===== src/hdl/bsck_pkg.sv =====
package bsck_pkg;

    localparam int EDGE_W    = 8;
    localparam int BOX_W     = 3 * EDGE_W;
    localparam int KEY_W     = 24;
    localparam int PROD_W    = 2 * EDGE_W;
    localparam int RANK_W    = 6;
    localparam int DEPTH_DEF = 16;

    // key_mode codes
    localparam logic MODE_VOLUME = 1'b0;
    localparam logic MODE_WRAP   = 1'b1;

    typedef struct packed {
        logic             valid;
        logic [KEY_W-1:0] key;
        logic [BOX_W-1:0] box;
    } cell_t;

    typedef struct packed {
        logic             valid;
        logic             last;
        logic [KEY_W-1:0] key;
        logic [BOX_W-1:0] box;
    } key_item_t;

    typedef struct packed {
        logic             ins;
        logic             pop;
        logic [KEY_W-1:0] key;
        logic [BOX_W-1:0] box;
    } chain_ctl_t;

endpackage


===== src/hdl/bsck_key.sv =====
module bsck_key (
    input  logic                         clk,
    input  logic                         rst_n,
    input  logic                         load,
    input  logic                         mode,
    input  logic [bsck_pkg::EDGE_W-1:0]  a,
    input  logic [bsck_pkg::EDGE_W-1:0]  b,
    input  logic [bsck_pkg::EDGE_W-1:0]  c,
    input  logic                         last,
    output bsck_pkg::key_item_t          item
);
    import bsck_pkg::*;

    logic                 s1_valid_reg;
    logic                 s1_last_reg;
    logic [PROD_W-1:0]    s1_prod_reg;
    logic [PROD_W-1:0]    s1_prod_next;
    logic [EDGE_W-1:0]    s1_c_reg;
    logic [BOX_W-1:0]     s1_box_reg;
    logic                 s2_valid_reg;
    logic                 s2_last_reg;
    logic [KEY_W-1:0]     s2_key_reg;
    logic [KEY_W-1:0]     s2_key_next;
    logic [BOX_W-1:0]     s2_box_reg;
    logic [PROD_W+EDGE_W-1:0] full_prod;

    // first factor: a*b, or 2*(a+b)
    always_comb
    begin
        if (mode == MODE_WRAP)
        begin
            s1_prod_next = PROD_W'({1'b0, a} + {1'b0, b}) << 1;
        end
        else
        begin
            s1_prod_next = PROD_W'(a) * PROD_W'(b);
        end
    end

    assign full_prod   = (PROD_W+EDGE_W)'(s1_prod_reg) * (PROD_W+EDGE_W)'(s1_c_reg);
    assign s2_key_next = full_prod[KEY_W-1:0];

    always_ff @(posedge clk or negedge rst_n)
    begin
        if (!rst_n)
        begin
            s1_valid_reg <= 1'b0;
            s2_valid_reg <= 1'b0;
        end
        else
        begin
            s1_valid_reg <= load;
            s2_valid_reg <= s1_valid_reg;
        end
    end

    always_ff @(posedge clk)
    begin
        s1_prod_reg <= s1_prod_next;
        s1_c_reg    <= c;
        s1_box_reg  <= {c, b, a};
        s1_last_reg <= last;
        s2_key_reg  <= s2_key_next;
        s2_box_reg  <= s1_box_reg;
        s2_last_reg <= s1_last_reg;
    end

    assign item.valid = s2_valid_reg;
    assign item.last  = s2_last_reg;
    assign item.key   = s2_key_reg;
    assign item.box   = s2_box_reg;

endmodule


===== src/hdl/bsck_cell.sv =====
module bsck_cell (
    input  logic                 clk,
    input  logic                 rst_n,
    input  bsck_pkg::chain_ctl_t ctl,
    input  bsck_pkg::cell_t      prev_cell,
    input  logic                 prev_le,
    input  bsck_pkg::cell_t      next_cell,
    output bsck_pkg::cell_t      q,
    output logic                 le
);
    import bsck_pkg::*;

    logic             valid_reg;
    logic [KEY_W-1:0] key_reg;
    logic [BOX_W-1:0] box_reg;
    cell_t            cell_next;

    assign q.valid = valid_reg;
    assign q.key   = key_reg;
    assign q.box   = box_reg;

    // equal keys stay ahead of the new box: keeps the order stable
    assign le = valid_reg && (key_reg <= ctl.key);

    always_comb
    begin
        cell_next = q;
        if (ctl.pop)
        begin
            cell_next = next_cell;
        end
        else if (ctl.ins)
        begin
            if (!prev_le)
            begin
                cell_next = prev_cell;
            end
            else if (!le)
            begin
                cell_next.valid = 1'b1;
                cell_next.key   = ctl.key;
                cell_next.box   = ctl.box;
            end
        end
    end

    always_ff @(posedge clk or negedge rst_n)
    begin
        if (!rst_n)
        begin
            valid_reg <= 1'b0;
        end
        else
        begin
            valid_reg <= cell_next.valid;
        end
    end

    always_ff @(posedge clk)
    begin
        key_reg <= cell_next.key;
        box_reg <= cell_next.box;
    end

endmodule


===== src/hdl/box_sort_by_computed_key.sv =====
// Box sorter with a computed key.
// Input channel (in_valid/in_ready): one box per transfer, edges edge_a..edge_c,
// last_in closes the set. Boxes load at one per cycle; each key goes through a
// two-stage multiply (a*b or 2*(a+b), then times c) and is inserted into a
// sorted chain of DEPTH cells when it leaves the second stage. Boxes past DEPTH
// are dropped and overflow is set for the set. After the last box the input
// stalls while the key pipeline empties and rank 0 is placed in the output
// register, and also while that register is still held by the receiver. Every
// further input transfer (payload ignored) pops the next rank, one per cycle
// while the output is free, until the set is done; then loading resumes.
// Output channel (out_valid/out_ready): one registered result per transfer.
// While the receiver stalls, the head of the chain waits and in_ready is low
// during draining, so nothing is lost. cfg_wr_en/cfg_wr_data set key_mode
// (0: a*b*c, 1: 2*(a+b)*c); write only while idle.
// Reset clears the chain valid bits, counters, overflow flag and key_mode.
module box_sort_by_computed_key #(
    parameter int DEPTH = bsck_pkg::DEPTH_DEF
) (
    input  logic                         clk,
    input  logic                         rst_n,
    input  logic                         cfg_wr_en,
    input  logic                         cfg_wr_data,
    input  logic                         in_valid,
    output logic                         in_ready,
    input  logic [bsck_pkg::EDGE_W-1:0]  edge_a,
    input  logic [bsck_pkg::EDGE_W-1:0]  edge_b,
    input  logic [bsck_pkg::EDGE_W-1:0]  edge_c,
    input  logic                         last_in,
    output logic                         out_valid,
    input  logic                         out_ready,
    output logic [bsck_pkg::EDGE_W-1:0]  out_edge_a,
    output logic [bsck_pkg::EDGE_W-1:0]  out_edge_b,
    output logic [bsck_pkg::EDGE_W-1:0]  out_edge_c,
    output logic [bsck_pkg::KEY_W-1:0]   sort_key,
    output logic [bsck_pkg::RANK_W-1:0]  rank,
    output logic                         last_out,
    output logic                         overflow
);
    import bsck_pkg::*;

    localparam int CW = $clog2(DEPTH + 1);

    localparam logic [1:0] ST_LOAD  = 2'd0;
    localparam logic [1:0] ST_WAIT  = 2'd1;
    localparam logic [1:0] ST_EMIT  = 2'd2;
    localparam logic [1:0] ST_DRAIN = 2'd3;

    logic [1:0]        state_reg;
    logic [1:0]        state_next;
    logic              mode_reg;
    logic [CW-1:0]     cnt_reg;
    logic [CW-1:0]     cnt_next;
    logic [CW-1:0]     pos_reg;
    logic [CW-1:0]     pos_next;
    logic              ov_reg;
    logic              ov_next;
    logic              out_valid_reg;
    logic              out_valid_next;
    logic [BOX_W-1:0]  out_box_reg;
    logic [KEY_W-1:0]  out_key_reg;
    logic [RANK_W-1:0] out_rank_reg;
    logic              out_last_reg;
    logic              out_ov_reg;

    logic              in_xfer;
    logic              slot_free;
    logic              pop;
    logic              is_final;
    logic              full;
    key_item_t         item;
    chain_ctl_t        chain_ctl;
    cell_t             cell_q [DEPTH];
    logic              cell_le [DEPTH];

    assign slot_free = !out_valid_reg || out_ready;
    assign full      = (cnt_reg == CW'(DEPTH));
    assign is_final  = ((pos_reg + CW'(1)) == cnt_reg);

    always_comb
    begin
        in_ready = 1'b0;
        unique case (state_reg) inside
            ST_LOAD:  in_ready = 1'b1;
            ST_DRAIN: in_ready = slot_free;
            ST_WAIT,
            ST_EMIT:  in_ready = 1'b0;
            default:  in_ready = 1'b0;
        endcase
    end

    assign in_xfer = in_valid && in_ready;
    assign pop     = ((state_reg == ST_EMIT) && slot_free) ||
                     ((state_reg == ST_DRAIN) && in_xfer);

    bsck_key u_key (
        .clk   (clk),
        .rst_n (rst_n),
        .load  (in_xfer && (state_reg == ST_LOAD)),
        .mode  (mode_reg),
        .a     (edge_a),
        .b     (edge_b),
        .c     (edge_c),
        .last  (last_in),
        .item  (item)
    );

    assign chain_ctl.ins = item.valid && !full;
    assign chain_ctl.pop = pop;
    assign chain_ctl.key = item.key;
    assign chain_ctl.box = item.box;

    genvar gi;
    generate
        for (gi = 0; gi < DEPTH; gi++)
        begin : g_cell
            cell_t prev_c;
            cell_t next_c;
            logic  prev_l;
            if (gi == 0)
            begin : g_head
                assign prev_c = '0;
                assign prev_l = 1'b1;
            end
            else
            begin : g_body
                assign prev_c = cell_q[gi-1];
                assign prev_l = cell_le[gi-1];
            end
            if (gi == DEPTH - 1)
            begin : g_tail
                assign next_c = '0;
            end
            else
            begin : g_mid
                assign next_c = cell_q[gi+1];
            end
            bsck_cell u_cell (
                .clk       (clk),
                .rst_n     (rst_n),
                .ctl       (chain_ctl),
                .prev_cell (prev_c),
                .prev_le   (prev_l),
                .next_cell (next_c),
                .q         (cell_q[gi]),
                .le        (cell_le[gi])
            );
        end
    endgenerate

    always_comb
    begin
        state_next     = state_reg;
        cnt_next       = cnt_reg;
        pos_next       = pos_reg;
        ov_next        = ov_reg;
        out_valid_next = out_valid_reg;
        if (out_valid_reg && out_ready)
        begin
            out_valid_next = 1'b0;
        end
        if (pop)
        begin
            out_valid_next = 1'b1;
        end
        if (item.valid)
        begin
            if (full)
            begin
                ov_next = 1'b1;
            end
            else
            begin
                cnt_next = cnt_reg + CW'(1);
            end
        end
        unique case (state_reg) inside
            ST_LOAD:
            begin
                if (in_xfer && last_in)
                begin
                    state_next = ST_WAIT;
                end
            end
            ST_WAIT:
            begin
                if (item.valid && item.last)
                begin
                    state_next = ST_EMIT;
                end
            end
            ST_EMIT,
            ST_DRAIN:
            begin
                if (pop)
                begin
                    if (is_final)
                    begin
                        state_next = ST_LOAD;
                        cnt_next   = '0;
                        pos_next   = '0;
                        ov_next    = 1'b0;
                    end
                    else
                    begin
                        state_next = ST_DRAIN;
                        pos_next   = pos_reg + CW'(1);
                    end
                end
            end
            default:
            begin
                state_next = ST_LOAD;
            end
        endcase
    end

    always_ff @(posedge clk or negedge rst_n)
    begin
        if (!rst_n)
        begin
            state_reg     <= ST_LOAD;
            mode_reg      <= MODE_VOLUME;
            cnt_reg       <= '0;
            pos_reg       <= '0;
            ov_reg        <= 1'b0;
            out_valid_reg <= 1'b0;
        end
        else
        begin
            state_reg     <= state_next;
            cnt_reg       <= cnt_next;
            pos_reg       <= pos_next;
            ov_reg        <= ov_next;
            out_valid_reg <= out_valid_next;
            if (cfg_wr_en)
            begin
                mode_reg <= cfg_wr_data;
            end
        end
    end

    always_ff @(posedge clk)
    begin
        if (pop)
        begin
            out_box_reg  <= cell_q[0].box;
            out_key_reg  <= cell_q[0].key;
            out_rank_reg <= RANK_W'(pos_reg);
            out_last_reg <= is_final;
            out_ov_reg   <= ov_reg;
        end
    end

    assign out_valid  = out_valid_reg;
    assign out_edge_a = out_box_reg[EDGE_W-1:0];
    assign out_edge_b = out_box_reg[2*EDGE_W-1:EDGE_W];
    assign out_edge_c = out_box_reg[3*EDGE_W-1:2*EDGE_W];
    assign sort_key   = out_key_reg;
    assign rank       = out_rank_reg;
    assign last_out   = out_last_reg;
    assign overflow   = out_ov_reg;

    a_no_ins_pop: assert property (@(posedge clk) disable iff (!rst_n)
        !(chain_ctl.ins && chain_ctl.pop))
        else $error("insert and pop in the same cycle");

    a_cnt_bound: assert property (@(posedge clk) disable iff (!rst_n)
        cnt_reg <= CW'(DEPTH))
        else $error("box count beyond capacity");

    a_head_valid: assert property (@(posedge clk) disable iff (!rst_n)
        pop |-> cell_q[0].valid)
        else $error("pop from an empty chain");

    a_out_source: assert property (@(posedge clk) disable iff (!rst_n)
        $rose(out_valid_reg) |->
            ($past(state_reg) == ST_EMIT) || ($past(state_reg) == ST_DRAIN))
        else $error("result raised outside of draining");

    a_pos_bound: assert property (@(posedge clk) disable iff (!rst_n)
        (state_reg == ST_DRAIN) |-> (pos_reg < cnt_reg))
        else $error("drain position past set length");

endmodule

===== config.mk =====
export PLATFORM = sky130hd
export DESIGN_NAME = box_sort_by_computed_key
export DESIGN_NICKNAME = d
export VERILOG_FILES = /design/src/hdl/bsck_pkg.sv /design/src/hdl/bsck_key.sv /design/src/hdl/bsck_cell.sv /design/src/hdl/box_sort_by_computed_key.sv
export SDC_FILE = /design/constraint.sdc
export NUM_CORES = 2
export LEC_CHECK = 0
export BUFFER_PORTS_ARGS = -buffer_cell sky130_fd_sc_hd__buf_4
export CORE_AREA = 5 5 384 273
export DETAILED_ROUTE_END_ITERATION = 8
export DIE_AREA = 0 0 389 278
export PLACE_DENSITY = 0.75
export SETUP_SLACK_MARGIN = 0.2
export SYNTH_ARGS = -nofsm -noshare
export SYNTH_HDL_FRONTEND = slang
export SYNTH_SLANG_ARGS = --single-unit

===== constraint.sdc =====
create_clock -name clk -period 12.69 [get_ports clk]
set_input_delay 1.269 -clock clk [delete_from_list [all_inputs] [get_ports clk]]
set_output_delay 1.269 -clock clk [all_outputs]
set_load 0.01 [all_outputs]

==> metrics.txt <==
# TYPE chip_impl_metric gauge
chip_impl_metric{name="antenna_found_initial",unit=""} 2
chip_impl_metric{name="leakage_power_total",unit="nW"} 25.19
chip_impl_metric{name="die_h",unit="um"} 278
chip_impl_info{name="cp_common_cell",value="sky130_fd_sc_hd__buf_4"} 1
chip_impl_metric{name="final.hold.worst_slack",unit="ps"} 327.4
chip_impl_metric{name="dieWidth",unit="um"} 389
chip_impl_metric{name="grt_first_pass_wirelength",unit="um"} 250200
chip_impl_info{name="ys_top_cells_by_count",value="sky130_fd_sc_hd__nand2_1 (927), sky130_fd_sc_hd__edfxtp_1 (775), sky130_fd_sc_hd__o21ai_0 (698)"} 1
chip_impl_metric{name="peakVddDrop",unit="mV"} 0.4600
chip_impl_metric{name="post_cts_resize_count",unit=""} 0
chip_impl_metric{name="gpl.final_weighted_congestion",unit=""} 0.9022
chip_impl_info{name="rsz0062_at_grt",value="no"} 1
chip_impl_metric{name="postSynthRegisterBits",unit=""} 946
chip_impl_metric{name="maximum_number_of_pins_on_one_net_before_global_route_repair",unit=""} 288
chip_impl_metric{name="drtPass1Iterations",unit=""} 6
chip_impl_metric{name="totalNegativeSetupSlack",unit="ps"} 0
chip_impl_metric{name="timing.final.crit_period",unit="ps"} 5947
chip_impl_metric{name="clock-sinks",unit=""} 946
chip_impl_info{name="hold_class",value="reg2reg"} 1
chip_impl_metric{name="clk-insertion-delay-late",unit="ps"} 720
chip_impl_metric{name="cts_hold_buf",unit=""} 0
chip_impl_metric{name="drt_iter0_markers",unit=""} 5350
chip_impl_info{name="clockRootBuffer",value="sky130_fd_sc_hd__clkbuf_16"} 1
chip_impl_metric{name="netlist.area_leader.share",unit=""} 0.3952
chip_impl_info{name="post-synth-top-count-cell",value="sky130_fd_sc_hd__nand2_1"} 1
chip_impl_metric{name="fin_cells",unit=""} 7049
chip_impl_metric{name="clk_path_buf_depth",unit=""} 3
chip_impl_metric{name="ys_seq_area_frac",unit=""} 0.4562
chip_impl_metric{name="area_growth_syn_to_layout",unit="%"} 7.673
chip_impl_metric{name="initial_utilization",unit=""} 0.5835
chip_impl_info{name="synth.top_cells.by_area",value="sky130_fd_sc_hd__edfxtp_1 (40%), sky130_fd_sc_hd__ha_1 (10%), sky130_fd_sc_hd__mux2i_1 (9.6%)"} 1
chip_impl_metric{name="placement.cell_area",unit="um^2"} 60330
chip_impl_metric{name="finalMaxSlewViolations",unit=""} 0
chip_impl_metric{name="fin_util",unit=""} 0.6282
chip_impl_metric{name="post_synth_instance_area",unit="um^2"} 58880
chip_impl_metric{name="finalHoldViolCount",unit=""} 0
chip_impl_metric{name="cp.required",unit="ps"} 13000
chip_impl_metric{name="global_route.overflow_total",unit=""} 0
chip_impl_info{name="cts_tree",value="built"} 1
chip_impl_info{name="synthFlopType",value="sky130_fd_sc_hd__edfxtp_1"} 1
chip_impl_metric{name="slew_headroom",unit=""} 0.1601
chip_impl_metric{name="cp.buffers_inverters",unit=""} 4
chip_impl_metric{name="power_per_cell_area",unit="nW/um^2"} 186.1
chip_impl_info{name="worst_setup_path_start_kind",value="register"} 1
chip_impl_metric{name="postSynthNetCount",unit=""} 6378
chip_impl_info{name="worst_setup_path_end_kind",value="register"} 1
chip_impl_metric{name="netlist-cell-type-count",unit=""} 81
chip_impl_metric{name="timing.final.ws_setup",unit="ps"} 6743
chip_impl_metric{name="routed_wire_length_per_instance",unit="um"} 22.99
chip_impl_metric{name="gate_count_after_technology_mapping",unit=""} 5747
chip_impl_metric{name="total_clock_buffers_created_by_cts",unit=""} 93
chip_impl_metric{name="grt_use_total",unit=""} 0.2917
chip_impl_metric{name="fmax",unit="GHz"} 0.1682
chip_impl_metric{name="detailed_place_hpwl",unit="um"} 108700
chip_impl_metric{name="postRouteWirelength",unit="um"} 162100
chip_impl_info{name="result_of_the_run",value="completed"} 1
chip_impl_metric{name="postCtsSetupRepairBufs",unit=""} 0
chip_impl_metric{name="route.detailed.drc",unit=""} 0
chip_impl_metric{name="final_design_area_no_fill",unit="um^2"} 63400
chip_impl_metric{name="totalPowerFinal",unit="mW"} 11.80
chip_impl_metric{name="post_synth.cell_area_avg",unit="um^2"} 10.25
chip_impl_metric{name="max_slew.worst_pin.slew",unit="ps"} 1260
chip_impl_metric{name="drv.max_cap_violation_count",unit=""} 0
chip_impl_metric{name="synth-warning-count",unit=""} 0
chip_impl_info{name="setup.worst_path.class",value="reg2reg"} 1
chip_impl_metric{name="vias_per_cell",unit=""} 6.297
chip_impl_info{name="critical_path.cell_chain",value="clkinv_1, ha_1, nand4_1, nor4_2, nand2_1, a31o_1, a22oi_2, buf_4, buf_4, o21ai_1, nand2_2, buf_4"} 1
chip_impl_metric{name="dpl_ws",unit="ps"} 6867
chip_impl_metric{name="critical-path-max-stage-delay",unit="ps"} 960
chip_impl_metric{name="crit_fanout",unit=""} 48
chip_impl_metric{name="synth_edf_count",unit=""} 775
chip_impl_metric{name="num_vias",unit=""} 44387
chip_impl_metric{name="timing.final.setup_violations",unit=""} 0
chip_impl_metric{name="drive_gt1_frac",unit=""} 0.07196
chip_impl_metric{name="placed_cells_incl_taps",unit=""} 6872
chip_impl_metric{name="port-buffer-count",unit=""} 87
chip_impl_metric{name="drtAntennaViolNets",unit=""} 0
chip_impl_metric{name="rows",unit=""} 98
chip_impl_metric{name="final_min_period_over_clock_period",unit=""} 0.4686
chip_impl_metric{name="path_clk_slew",unit="ps"} 60
chip_impl_metric{name="grt_pass1_vias",unit=""} 42341
chip_impl_metric{name="dieArea",unit="um^2"} 108100
chip_impl_metric{name="i_o_pin_total",unit=""} 89
chip_impl_metric{name="asyncSetResetFlopFracSynth",unit=""} 0.03488
chip_impl_info{name="critPathSlowestCell",value="sky130_fd_sc_hd__clkinv_1"} 1
chip_impl_metric{name="design.core.area",unit="um^2"} 100900
chip_impl_info{name="synth_area_leader_cell",value="sky130_fd_sc_hd__edfxtp_1"} 1
chip_impl_metric{name="cp_data_arrival_time",unit="ps"} 6260
chip_impl_metric{name="nets",unit=""} 6248
chip_impl_metric{name="cts_htree_levels",unit=""} 3
chip_impl_metric{name="worst_clock_skew",unit="ps"} 41.05
chip_impl_info{name="critical-path-top-delay-family",value="buffers and inverters"} 1
## cells in the final DEF (no fill, tap or decap), drive strengths merged, types with 52 or more instances in the layout
cell type,count
inv,203
buf,158
a21oi,310
dfxtp,138
edfxtp,775
a21o,126
and2,131
clkbuf,141
clkinv,52
nand2,927
mux2i,562
nand4,76
ha,479
o21ai,833
nor2,200
fa,121
## area by class of cell
| cell class | instances | area [um^2] |
|---|---|---|
| clock buffer | 141 | 2728 |
| tap | 1350 | 1689 |
| clock inverter | 35 | 340.3 |
| antenna | 1 | 2.502 |
| multi-input combinational | 4196 | 29720 |
| timing repair buffer | 158 | 1211 |
| fill | 8041 | 37520 |
| inverter | 222 | 840.8 |
| sequential | 946 | 26860 |
## power breakdown
part / switching [mW] / internal, mW / leakage (nW)
Combinational: 3.35 / 1.90 / 15.2
Sequential: 0.216 / 3.51 / 8.48
Clock: 1.28 / 1.54 / 1.52
Total: 4.84 / 6.95 / 25.2
## logic make-up (layout without fill, tap and decap cells)
family	after synthesis	in the layout	share of synthesized area
and+or+nand+nor	1525	1525	0.1139
other	1	2	0.00006369
buffers and inverters	605	556	0.04250
adders and majority gates	600	600	0.1429
DFF	946	946	0.4562
muxes	567	567	0.09650
AOI/OAI and AO/OA	1463	1463	0.1420
xor gates and xnor gates	40	40	0.005950
## worst paths after layout
check | slack (ps) | to | cells past startpoint | startpoint
worst min-delay path | 330 | u_key.s2_last_reg | 0 | u_key.s1_last_reg
max in group asynchronous | 11530 | g_cell[12].u_cell.valid_reg | 1 | rst_n
worst max register to register | 6740 | g_cell[2].u_cell.box_reg[18] | 12 | u_key.s2_key_reg[9]
min in group asynchronous | 620 | g_cell[0].u_cell.valid_reg | 1 | rst_n
worst min register to register | 330 | u_key.s2_last_reg | 0 | u_key.s1_last_reg
worst max-delay path | 6740 | g_cell[2].u_cell.box_reg[18] | 12 | u_key.s2_key_reg[9]
## layer usage
| layer | vias up | GRT usage | part of all wire |
|---|---|---|---|
| met5 | - | 0 | 0 |
| met4 | 0 | 0.07585 | 0.026 |
| met3 | 257 | 0.05986 | 0.11 |
| met2 | 2110 | 0.4218 | 0.42 |
| met1 | 21610 | 0.4487 | 0.45 |
| li1 | 20410 | - | - |
Note: power is estimated with default switching activity, not from simulation.
